`src/rtl/dctq_pkg.sv`:
```
// Shared types and constants for the delayed command timer queue.
`default_nettype none
package dctq_pkg;

  localparam int TICK_W      = 32;
  localparam int HANDLE_W    = 16;
  localparam int LATE_W      = 31;
  localparam int FUNC_W      = 3;
  localparam int IN_TDATA_W  = 88;
  localparam int OUT_TDATA_W = 48;
  localparam int CFG_AW      = 1;
  localparam int CFG_DW      = 1;

  typedef logic [FUNC_W-1:0] func_t;

  localparam func_t FN_ADD       = 3'd0;
  localparam func_t FN_FRAME     = 3'd1;
  localparam func_t FN_CLEAR     = 3'd2;
  localparam func_t FN_PAUSE     = 3'd3;
  localparam func_t FN_SET_DELAY = 3'd4;
  localparam func_t FN_ACTIVATE  = 3'd5;
  localparam func_t FN_RESTORE   = 3'd6;
  localparam func_t FN_PAUSE_CHG = 3'd7;

  typedef logic [CFG_AW-1:0] cfg_idx_t;

  localparam cfg_idx_t CFG_LEGACY_AWAIT = 1'd0;
  localparam cfg_idx_t CFG_CLEAR_ON_ACT = 1'd1;

  localparam logic [LATE_W-1:0] LATE_MAX = {LATE_W{1'b1}};

  localparam logic STATUS_FIRED   = 1'b0;
  localparam logic STATUS_DROPPED = 1'b1;

  // controller -> output stage
  typedef struct packed {
    logic                push;
    logic                flush;
    logic [HANDLE_W-1:0] handle;
    logic [LATE_W-1:0]   late;
    logic                status;
  } emit_t;

  // output stage -> controller
  typedef struct packed {
    logic push_ok;
    logic flush_done;
    logic hold_valid;
  } oq_stat_t;

endpackage
`default_nettype wire

```
`src/rtl/dctq_ram.sv`:
```
// Generic single-write, single-read RAM with registered read data.
`default_nettype none
module dctq_ram #(
  parameter int WIDTH = 48,
  parameter int DEPTH = 32,
  localparam int AW = (DEPTH > 1) ? $clog2(DEPTH) : 1
) (
  input  wire logic             clk,
  input  wire logic             we,
  input  wire logic [AW-1:0]    waddr,
  input  wire logic [WIDTH-1:0] wdata,
  input  wire logic [AW-1:0]    raddr,
  output logic      [WIDTH-1:0] rdata_r
);

  logic [WIDTH-1:0] mem [DEPTH];

  always_ff @(posedge clk) begin
    if (we) begin
      mem[waddr] <= wdata;
    end
    rdata_r <= mem[raddr];
  end

endmodule
`default_nettype wire

```
`src/rtl/dctq_outq.sv`:
```
// Result hold register and output register; the hold stage defers tlast until the run ends.
`default_nettype none
module dctq_outq
  import dctq_pkg::*;
(
  input  wire logic                   clk,
  input  wire logic                   rst_n,
  input  wire emit_t                  emit,
  output oq_stat_t                    st,
  output logic                        out_tvalid,
  input  wire logic                   out_tready,
  output logic [OUT_TDATA_W-1:0]      out_tdata,   // fired_handle[15:0], late_by[46:16], pad
  output logic [0:0]                  out_tuser,   // status[0]
  output logic                        out_tlast    // last_of_run
);

  logic                hv_r;
  logic [HANDLE_W-1:0] h_hnd_r;
  logic [LATE_W-1:0]   h_late_r;
  logic                h_stat_r;

  logic                ov_r;
  logic [HANDLE_W-1:0] o_hnd_r;
  logic [LATE_W-1:0]   o_late_r;
  logic                o_stat_r;
  logic                o_last_r;

  logic out_free;

  assign out_free      = !ov_r || out_tready;
  assign st.push_ok    = !hv_r || out_free;
  assign st.flush_done = !hv_r || out_free;
  assign st.hold_valid = hv_r;

  always_ff @(posedge clk) begin
    if (!rst_n) begin
      hv_r <= 1'b0;
      ov_r <= 1'b0;
    end else if (emit.push && st.push_ok) begin
      // a newer result arrived, so the held one is not the last
      h_hnd_r  <= emit.handle;
      h_late_r <= emit.late;
      h_stat_r <= emit.status;
      hv_r     <= 1'b1;
      if (hv_r) begin
        o_hnd_r  <= h_hnd_r;
        o_late_r <= h_late_r;
        o_stat_r <= h_stat_r;
        o_last_r <= 1'b0;
        ov_r     <= 1'b1;
      end else if (out_tready) begin
        ov_r <= 1'b0;
      end
    end else if (emit.flush && hv_r && out_free) begin
      o_hnd_r  <= h_hnd_r;
      o_late_r <= h_late_r;
      o_stat_r <= h_stat_r;
      o_last_r <= 1'b1;
      ov_r     <= 1'b1;
      hv_r     <= 1'b0;
    end else if (out_tready) begin
      ov_r <= 1'b0;
    end
  end

  assign out_tvalid = ov_r;
  assign out_tdata  = {1'b0, o_late_r, o_hnd_r};
  assign out_tuser  = o_stat_r;
  assign out_tlast  = o_last_r;

endmodule
`default_nettype wire

```
`src/rtl/dctq_ctrl.sv`:
```
// Event decoder, queue state and the read-modify-write walk over the entry RAM.
`default_nettype none
module dctq_ctrl
  import dctq_pkg::*;
#(
  parameter int QUEUE_DEPTH = 32,
  parameter int HANDLE_BITS = 16,
  localparam int AW = (QUEUE_DEPTH > 1) ? $clog2(QUEUE_DEPTH) : 1,
  localparam int CW = $clog2(QUEUE_DEPTH + 1),
  localparam int EW = TICK_W + HANDLE_BITS
) (
  input  wire logic              clk,
  input  wire logic              rst_n,
  input  wire logic              cfg_we,
  input  wire logic [CFG_AW-1:0] cfg_addr,
  input  wire logic [CFG_DW-1:0] cfg_wdata,
  input  wire logic              in_valid,
  output logic                   in_ready,
  input  wire func_t             in_func,
  input  wire logic [TICK_W-1:0] in_amount,
  input  wire logic [HANDLE_W-1:0] in_handle,
  input  wire logic [TICK_W-1:0] in_host,
  input  wire logic              in_pstate,
  output logic                   ram_we,
  output logic [AW-1:0]          ram_waddr,
  output logic [EW-1:0]          ram_wdata,
  output logic [AW-1:0]          ram_raddr,
  input  wire logic [EW-1:0]     ram_rdata,
  output emit_t                  emit,
  input  wire oq_stat_t          oq_st
);

  typedef enum logic [1:0] {
    S_IDLE,
    S_WALK,
    S_FLUSH
  } state_t;

  state_t            state_r;
  logic [CW-1:0]     cnt_r;
  logic [CW-1:0]     e_r;
  logic [CW-1:0]     w_r;
  logic              paused_r;
  logic [TICK_W-1:0] delay_r;
  logic [TICK_W-1:0] prev_r;
  logic [TICK_W-1:0] diff_r;
  logic              legacy_r;
  logic              clr_act_r;

  logic              accept;
  logic              full;
  logic              delay_pos;
  logic [TICK_W-1:0] diff;
  logic [31:0]       in_h32;
  logic [31:0]       in_hm32;
  logic [31:0]       cur_h32;
  logic [HANDLE_BITS-1:0] cur_hnd;
  logic [TICK_W-1:0] cur_cd;
  logic [TICK_W-1:0] new_cd;
  logic [TICK_W-1:0] neg_cd;
  logic [LATE_W-1:0] late;
  logic              fire;
  logic              walk_done;
  logic              walking;
  logic              stall;
  logic [CW-1:0]     e_inc;
  logic [CW-1:0]     rd_idx;

  assign in_ready  = (state_r == S_IDLE);
  assign accept    = in_valid && in_ready;
  assign full      = (cnt_r == CW'(QUEUE_DEPTH));
  assign delay_pos = !delay_r[TICK_W-1] && (delay_r != '0);
  assign diff      = in_host - prev_r;

  // handles are kept in their low HANDLE_BITS bits
  always_comb begin
    in_h32                     = 32'(in_handle);
    in_hm32                    = '0;
    in_hm32[HANDLE_BITS-1:0]   = in_h32[HANDLE_BITS-1:0];
    cur_hnd                    = ram_rdata[EW-1:TICK_W];
    cur_h32                    = '0;
    cur_h32[HANDLE_BITS-1:0]   = cur_hnd;
  end

  assign cur_cd    = ram_rdata[TICK_W-1:0];
  assign new_cd    = cur_cd - diff_r;
  assign neg_cd    = '0 - new_cd;
  assign fire      = new_cd[TICK_W-1] || (new_cd == '0);
  // only the most negative count overflows the 31-bit field
  assign late      = (new_cd == {1'b1, {(TICK_W-1){1'b0}}}) ? LATE_MAX : neg_cd[LATE_W-1:0];
  assign walk_done = (e_r == cnt_r);
  assign walking   = (state_r == S_WALK) && !walk_done;
  assign stall     = walking && fire && !oq_st.push_ok;
  assign e_inc     = e_r + 1'b1;
  assign rd_idx    = stall ? e_r : e_inc;

  always_comb begin
    emit.flush = (state_r == S_FLUSH);
    if (state_r == S_IDLE) begin
      emit.push   = accept && (in_func == FN_ADD) && full;
      emit.handle = in_hm32[HANDLE_W-1:0];
      emit.late   = '0;
      emit.status = STATUS_DROPPED;
    end else begin
      emit.push   = walking && fire && oq_st.push_ok;
      emit.handle = cur_h32[HANDLE_W-1:0];
      emit.late   = late;
      emit.status = STATUS_FIRED;
    end
  end

  always_comb begin
    if (state_r == S_IDLE) begin
      ram_we    = accept && (in_func == FN_ADD) && !full;
      ram_waddr = cnt_r[AW-1:0];
      ram_wdata = {in_hm32[HANDLE_BITS-1:0], in_amount};
      ram_raddr = '0;   // primes entry 0 for a walk that starts next cycle
    end else begin
      ram_we    = walking && !fire;
      ram_waddr = w_r[AW-1:0];
      ram_wdata = {cur_hnd, new_cd};
      ram_raddr = rd_idx[AW-1:0];
    end
  end

  always_ff @(posedge clk) begin
    if (!rst_n) begin
      state_r   <= S_IDLE;
      cnt_r     <= '0;
      e_r       <= '0;
      w_r       <= '0;
      paused_r  <= 1'b0;
      delay_r   <= '0;
      prev_r    <= '0;
      legacy_r  <= 1'b0;
      clr_act_r <= 1'b1;
    end else begin
      if (cfg_we) begin
        unique case (cfg_addr)
          CFG_LEGACY_AWAIT: legacy_r  <= cfg_wdata[0];
          CFG_CLEAR_ON_ACT: clr_act_r <= cfg_wdata[0];
          default: ;
        endcase
      end
      unique case (state_r)
        S_IDLE: begin
          if (accept) begin
            unique case (in_func)
              FN_ADD: begin
                if (full) begin
                  state_r <= S_FLUSH;
                end else begin
                  cnt_r <= cnt_r + 1'b1;
                end
              end
              FN_FRAME: begin
                prev_r <= in_host;
                if (!paused_r) begin
                  if (delay_pos) begin
                    delay_r <= delay_r - diff;
                  end else if (cnt_r != '0) begin
                    diff_r  <= diff;
                    e_r     <= '0;
                    w_r     <= '0;
                    state_r <= S_WALK;
                  end
                end
              end
              FN_CLEAR:     cnt_r    <= '0;
              FN_PAUSE:     paused_r <= 1'b1;
              FN_SET_DELAY: delay_r  <= in_amount;
              FN_ACTIVATE: begin
                if (clr_act_r) cnt_r <= '0;
              end
              FN_RESTORE: begin
                if (legacy_r) paused_r <= 1'b0;
              end
              FN_PAUSE_CHG: begin
                if (!in_pstate && !legacy_r) paused_r <= 1'b0;
              end
              default: ;
            endcase
          end
        end
        S_WALK: begin
          if (walk_done) begin
            cnt_r   <= w_r;
            state_r <= S_FLUSH;
          end else if (!stall) begin
            e_r <= e_inc;
            if (!fire) w_r <= w_r + 1'b1;
          end
        end
        S_FLUSH: begin
          if (oq_st.flush_done) state_r <= S_IDLE;
        end
        default: state_r <= S_IDLE;
      endcase
    end
  end

endmodule
`default_nettype wire

```
`src/rtl/delayed_command_timer_queue_unit.sv`:
```
// Delayed command timer queue: top level with entry RAM, controller and output stage.
//
// Usage: events arrive as requests on the in_ channel (in_tuser = func). Add queues a
// handle with a tick countdown; a frame request carries the host tick count and counts
// every entry down by the elapsed ticks (unless paused or a positive delay absorbs them).
// Fired commands leave on the out_ channel in insertion order with their lateness; the
// final result caused by one request has out_tlast set. An add to a full table returns
// a single result with out_tuser = 1 (dropped).
// Timing: a dropped add also passes through the flush state. A frame request is paced
// by the walk that reads, updates and writes back one RAM entry per cycle while no stall
// holds it. Each result is held back one step so tlast can be set: it enters the output
// register when the next result of the same request is produced, or in the flush state
// that ends the request for the last one, and shows on out_tvalid the cycle after that.
// Stalls: a result waits in the output register while out_tready is low, with one more
// held behind it; a further firing entry stops the walk until the receiver takes one.
// A new request is taken once the previous one has moved its last result into the
// output register; that result may still be waiting there.
// Reset (rst_n low, synchronous) empties the table at once, clears pause, delay and the
// recorded tick count and restores the register defaults; there is no clearing pass.
// The user must write the registers via cfg_we/cfg_addr/cfg_wdata only while the block is idle.
`default_nettype none
module delayed_command_timer_queue_unit
  import dctq_pkg::*;
#(
  parameter int QUEUE_DEPTH = 32,
  parameter int HANDLE_BITS = 16
) (
  input  wire logic                   clk,
  input  wire logic                   rst_n,
  input  wire logic                   in_tvalid,
  output logic                        in_tready,
  input  wire logic [IN_TDATA_W-1:0]  in_tdata,  // tick_amount[31:0], command_handle[47:32],
                                                 // host_ticks[79:48], pause_state[80], pad
  input  wire logic [FUNC_W-1:0]      in_tuser,  // func[2:0]
  output logic                        out_tvalid,
  input  wire logic                   out_tready,
  output logic [OUT_TDATA_W-1:0]      out_tdata, // fired_handle[15:0], late_by[46:16], pad
  output logic [0:0]                  out_tuser, // status[0]
  output logic                        out_tlast, // last_of_run
  input  wire logic                   cfg_we,
  input  wire logic [CFG_AW-1:0]      cfg_addr,
  input  wire logic [CFG_DW-1:0]      cfg_wdata
);

  localparam int AW = (QUEUE_DEPTH > 1) ? $clog2(QUEUE_DEPTH) : 1;
  localparam int EW = TICK_W + HANDLE_BITS;

  emit_t         emit_s;
  oq_stat_t      oq_st_s;
  logic          ram_we;
  logic [AW-1:0] ram_waddr;
  logic [EW-1:0] ram_wdata;
  logic [AW-1:0] ram_raddr;
  logic [EW-1:0] ram_rdata;

  dctq_ram #(
    .WIDTH (EW),
    .DEPTH (QUEUE_DEPTH)
  ) u_ram (
    .clk     (clk),
    .we      (ram_we),
    .waddr   (ram_waddr),
    .wdata   (ram_wdata),
    .raddr   (ram_raddr),
    .rdata_r (ram_rdata)
  );

  dctq_ctrl #(
    .QUEUE_DEPTH (QUEUE_DEPTH),
    .HANDLE_BITS (HANDLE_BITS)
  ) u_ctrl (
    .clk       (clk),
    .rst_n     (rst_n),
    .cfg_we    (cfg_we),
    .cfg_addr  (cfg_addr),
    .cfg_wdata (cfg_wdata),
    .in_valid  (in_tvalid),
    .in_ready  (in_tready),
    .in_func   (in_tuser),
    .in_amount (in_tdata[31:0]),
    .in_handle (in_tdata[47:32]),
    .in_host   (in_tdata[79:48]),
    .in_pstate (in_tdata[80]),
    .ram_we    (ram_we),
    .ram_waddr (ram_waddr),
    .ram_wdata (ram_wdata),
    .ram_raddr (ram_raddr),
    .ram_rdata (ram_rdata),
    .emit      (emit_s),
    .oq_st     (oq_st_s)
  );

  dctq_outq u_outq (
    .clk        (clk),
    .rst_n      (rst_n),
    .emit       (emit_s),
    .st         (oq_st_s),
    .out_tvalid (out_tvalid),
    .out_tready (out_tready),
    .out_tdata  (out_tdata),
    .out_tuser  (out_tuser),
    .out_tlast  (out_tlast)
  );

  // a result is only offered when the output stage can take it
  a_push_ok: assert property (@(posedge clk) disable iff (!rst_n)
    emit_s.push |-> oq_st_s.push_ok)
    else $error("result pushed into a full output stage");

  // each walked entry is either kept (written back) or fired, never both
  a_keep_or_fire: assert property (@(posedge clk) disable iff (!rst_n)
    ram_we |-> !emit_s.push)
    else $error("entry written back and fired in the same cycle");

  // a new request starts only once the previous run is fully handed over
  a_accept_empty: assert property (@(posedge clk) disable iff (!rst_n)
    (in_tvalid && in_tready) |-> !oq_st_s.hold_valid)
    else $error("request accepted with a result still held");

  // the hold register empties only by passing its result on as the last of its run
  a_flush_last: assert property (@(posedge clk) disable iff (!rst_n)
    $fell(oq_st_s.hold_valid) |-> (out_tvalid && out_tlast))
    else $error("held result dropped or not marked last");

endmodule
`default_nettype wire
```
`config.mk`:
```
export PLATFORM = sky130hd
export DESIGN_NAME = delayed_command_timer_queue_unit
export DESIGN_NICKNAME = d
export VERILOG_FILES = /design/src/rtl/dctq_pkg.sv /design/src/rtl/dctq_ram.sv /design/src/rtl/dctq_outq.sv /design/src/rtl/dctq_ctrl.sv /design/src/rtl/delayed_command_timer_queue_unit.sv
export SDC_FILE = /design/constraint.sdc
export NUM_CORES = 2
export LEC_CHECK = 0
export BUFFER_PORTS_ARGS = -buffer_cell sky130_fd_sc_hd__buf_2
export CORE_MARGIN = 10
export CORE_UTILIZATION = 51
export CTS_BUF_LIST = sky130_fd_sc_hd__clkbuf_8 sky130_fd_sc_hd__clkbuf_16
export DETAILED_ROUTE_END_ITERATION = 16
export GPL_TIMING_DRIVEN = 0
export PLACE_DENSITY_LB_ADDON = 0.2
export SLEW_MARGIN = 40
export SYNTH_ARGS = -nofsm -noshare
export SYNTH_HDL_FRONTEND = slang
export SYNTH_SLANG_ARGS = --single-unit
```
`constraint.sdc`:
```
create_clock -name clk -period 11.53 [get_ports clk]
set_clock_uncertainty 0.15 [all_clocks]
set_input_delay 0 -clock clk [delete_from_list [all_inputs] [get_ports clk]]
set_output_delay 0 -clock clk [all_outputs]
set_load 0.1 [all_outputs]
```
==> reports/summary.txt <==
Vias = 50900
Largest family of logic cells by synthesized area = multiplexers
CP endpoint kind = register
Leak = 33.3 nW
Antenna violations before repair = 8
Ys async rst share = 0%
Initial Util = 51.3%
Final Cycle Share = 69.5%
Post-synthesis sequential area ratio = 67.6%
Hold-fix buffer count after cts = 221
VDD IR-drop max = 0.000150 V
Setup TNS = 0 ns
Gpl congestion = 0.922
Final hold viol count = 0
RSZ-0062 raised after global routing = no
Crit-path max cell delay = 0.73 ns
Syn Area/Cell = 13.9 µm²
Critical Path RT = 11.96 ns
Post-layout min period = 8.02 ns
Wirelength per Cell = 27.8 µm
Most used DFF post-synth = edfxtp_1
Drt initial violations = 6296
Post-synth EDFFs = 1665
Global route overflow = 0
Tightest Pin Transition = 0.951 ns
GRT Util Overall = 27.2%
Status = complete, no violations
Crit path DAT = 8.45 ns
Die height = 411 µm
Worst-path clk slew = 0.07 ns
Fraction of layout instances using a drive strength above 1 = 12.6%
Full die area = 169000 µm²
Root buffer cell = clkbuf_16
CP most frequent cell = buf_2
Largest net degree at the start of global routing = 34
Worst-Skew Late Latency = 0.84 ns
Vias/cell = 6.01
HPWL after DPL = 166000 µm
Max-Cap Viols = 0
Final Setup Violations = 0
Max Fclk = 0.125 GHz
Area share of the largest cell type after synthesis = 64.1%
Synthesized flop and latch total = 1802
Crit path kind = register to register
Num CTS Buffers = 180
Routed Antenna Nets = 0
Most frequent cell after synthesis = edfxtp_1
Simple-gate share of the synthesized area = 9.75%
Yosys top cell by area = edfxtp_1
Drc violations = 0
Port Buffers = 138
Core box area = 152000 µm²
Worst path slowest cell = buf_2
Number of I/O pins = 150
Synth Net Count = 5803
CTS sink count = 1802
DP Cell Count = 7912
Multiplexer share of the synthesized area = 10.1%
Slew Limit Fails = 0
P per Cell Area = 146 nW/µm²
Commonest cells post-synth = 1665 x edfxtp_1, 777 x mux2i_1, 482 x nand2_1
Global-route wire length before repair = 337000 µm
Mapped Cells = 5603
Netlist cell types = 89
P&R area growth vs syn = 18.9%
Ranking of synthesized cells by area = edfxtp_1 64%, mux2i_1 10%, dfxtp_1 3.5%, nand2b_1 3.2%, nand2_1 2.3%
Worst min-delay path category = input pin to register
Slew margin rel. = 36.1%
1st-pass router iterations = 6
H-tree depth = 4
Die width = 411 µm
Synth Area in XOR/XNOR = 1.21%
Std-Cell Rows = 143
Total Nets Final = 6485
Post-Synth Adder-Cell Area = 1.67%
Critical path buffers and inverters = 4
Compound-Gate Fraction of Synth Area = 7.23%
CP max FO = 12
Syn. warnings = 0
Critical path cell sequence = inv_1 > ha_1 > fa_1 > nor2b_1 > o31a_1 > o211ai_2 > a21boi_1 > o211ai_1 > a21oi_1 > xnor2_1 > nand4b_1 > o311a_1 > nor4_1 > clkbuf_1 > buf_2 > buf_2 > mux2i_1 > nand2_1 > a32oi_1 > nand4_1
Non-Filler Instances = 8474
Vias in the first global route = 49100
CTS tree = done
Number of gates resized after cts = 0
Detailed-route wire length = 236000 µm
CTS Buffer Depth = 3
# Post-CTS Setup Buffers = 0
Crit path max-delay family = compound AO/OA/AOI/OAI gates
Startpoint types = register
Area of the mapped netlist = 78000 µm²
[per-layer routing]
layer / GRT usage, % / wire, µm / vias to the layer above
met5: 0 / 25 / -
met2: 42.5 / 108000 / 2501
met1: 37.8 / 97500 / 25400
met3: 5.32 / 21500 / 478
met4: 10.1 / 9170 / 4
li1: - / - / 22600
[path summary, 6_finish.rpt]
| kind | start | end | slack, ns | cells after the start |
|---|---|---|---|---|
| max | u_ram.rdata_r[0] | u_ram.rdata_r[31] | 3.51 | 20 |
| max reg2reg | u_ram.rdata_r[0] | u_ram.rdata_r[31] | 3.51 | 20 |
| min | in_tdata[48] | u_ctrl.diff_r[0] | 0.1 | 5 |
| min reg2reg | u_outq.h_hnd_r[4] | u_outq.o_hnd_r[4] | 0.27 | 0 |
[cell families (layout without fill, tap and decap cells)]
kind of cell / after synthesis / count (layout)
compound gates: 851 / 851
xor+xnor: 108 / 108
fa+ha+maj: 102 / 102
buf+inv: 451 / 1287
flops: 1802 / 1802
mux: 783 / 783
other cells: 1 / 6
simple gates: 1505 / 1505
[worst reg2reg max path, stage by stage (launching register included)]
cell,delay (ns)
dfxtp_1,0.35
inv_1,0.18
ha_1,0.27
fa_1,0.40
nor2b_1,0.24
o31a_1,0.30
o211ai_2,0.15
a21boi_1,0.56
o211ai_1,0.27
a21oi_1,0.31
xnor2_1,0.40
nand4b_1,0.41
o311a_1,0.43
nor4_1,0.27
clkbuf_1,0.55
buf_2,0.74
buf_2,0.49
mux2i_1,0.29
nand2_1,0.09
a32oi_1,0.54
nand4_1,0.40
[sequential cells by signal, summed over array words and instances, names as in the netlist, 16 cells and up]
name             cells
u_ram.mem         1536
u_ram.rdata_r       48
u_ctrl.delay_r      32
u_ctrl.diff_r       32
u_ctrl.prev_r       32
u_outq.h_late_r     31
u_outq.o_late_r     31
u_outq.h_hnd_r      16
u_outq.o_hnd_r      16
[cell type report]
type	instances	area (µm²)
antenna	5	12.5
fill	11300	59100
clock inverter	148	1030
timing repair buffer	500	5890
inverter	124	465
clock buffer	188	4660
sequential	1802	52700
multi-input combinational	3350	24000
tap	2030	2540
buffer	327	1470
[power breakdown]
group          internal (mW)  switching, mW
Sequential              7.17         0.0164
Clock                   3.11           2.53
Combinational          0.237          0.427
Total                   10.5           2.98
[metrics by stage]
stage	util (%)	setup slack, ns	hold WS (ns)	cell area [µm²]	total power [mW]
6_report	61.1	3.51	0.0978	92800	13.5
5_1_grt	61.1	3.43	0.127	92800	13.8
4_1_cts	61.0	3.84	0.0562	92700	13.5
3_5_place_dp	55.8	3.86	0.115	84800	7.92
3_3_place_gp	53.5	1.54	0.106	81200	7.88
2_1_floorplan	-	5.04	-0.0140	78000	7.68
[cells in the final DEF (no fill, tap or decap), types with 13 or more instances in the layout]
cell / count
o21ai_0: 266
nor2_4: 35
or3_1: 23
nand4_1: 59
a211oi_1: 25
xor2_1: 47
buf_4: 22
buf_16: 70
a31oi_1: 13
nand2_2: 30
dfxtp_1: 137
nand2_1: 451
clkbuf_16: 184
clkinv_1: 35
a21o_1: 45
and2_1: 17
nand3_1: 229
ha_1: 99
nor3_1: 45
clkbuf_2: 20
nor2b_1: 22
nor2_1: 116
xnor2_1: 59
clkbuf_1: 176
dlygate4sd3_1: 221
buf_8: 67
nand2b_1: 396
mux2i_1: 776
buf_2: 246
edfxtp_1: 1665
a32oi_1: 193
clkinv_2: 23
o31ai_1: 13
nor4_1: 14
and3_1: 18
inv_1: 182
o211ai_1: 14
a21oi_1: 165
Power figures use the tool's default switching activity.
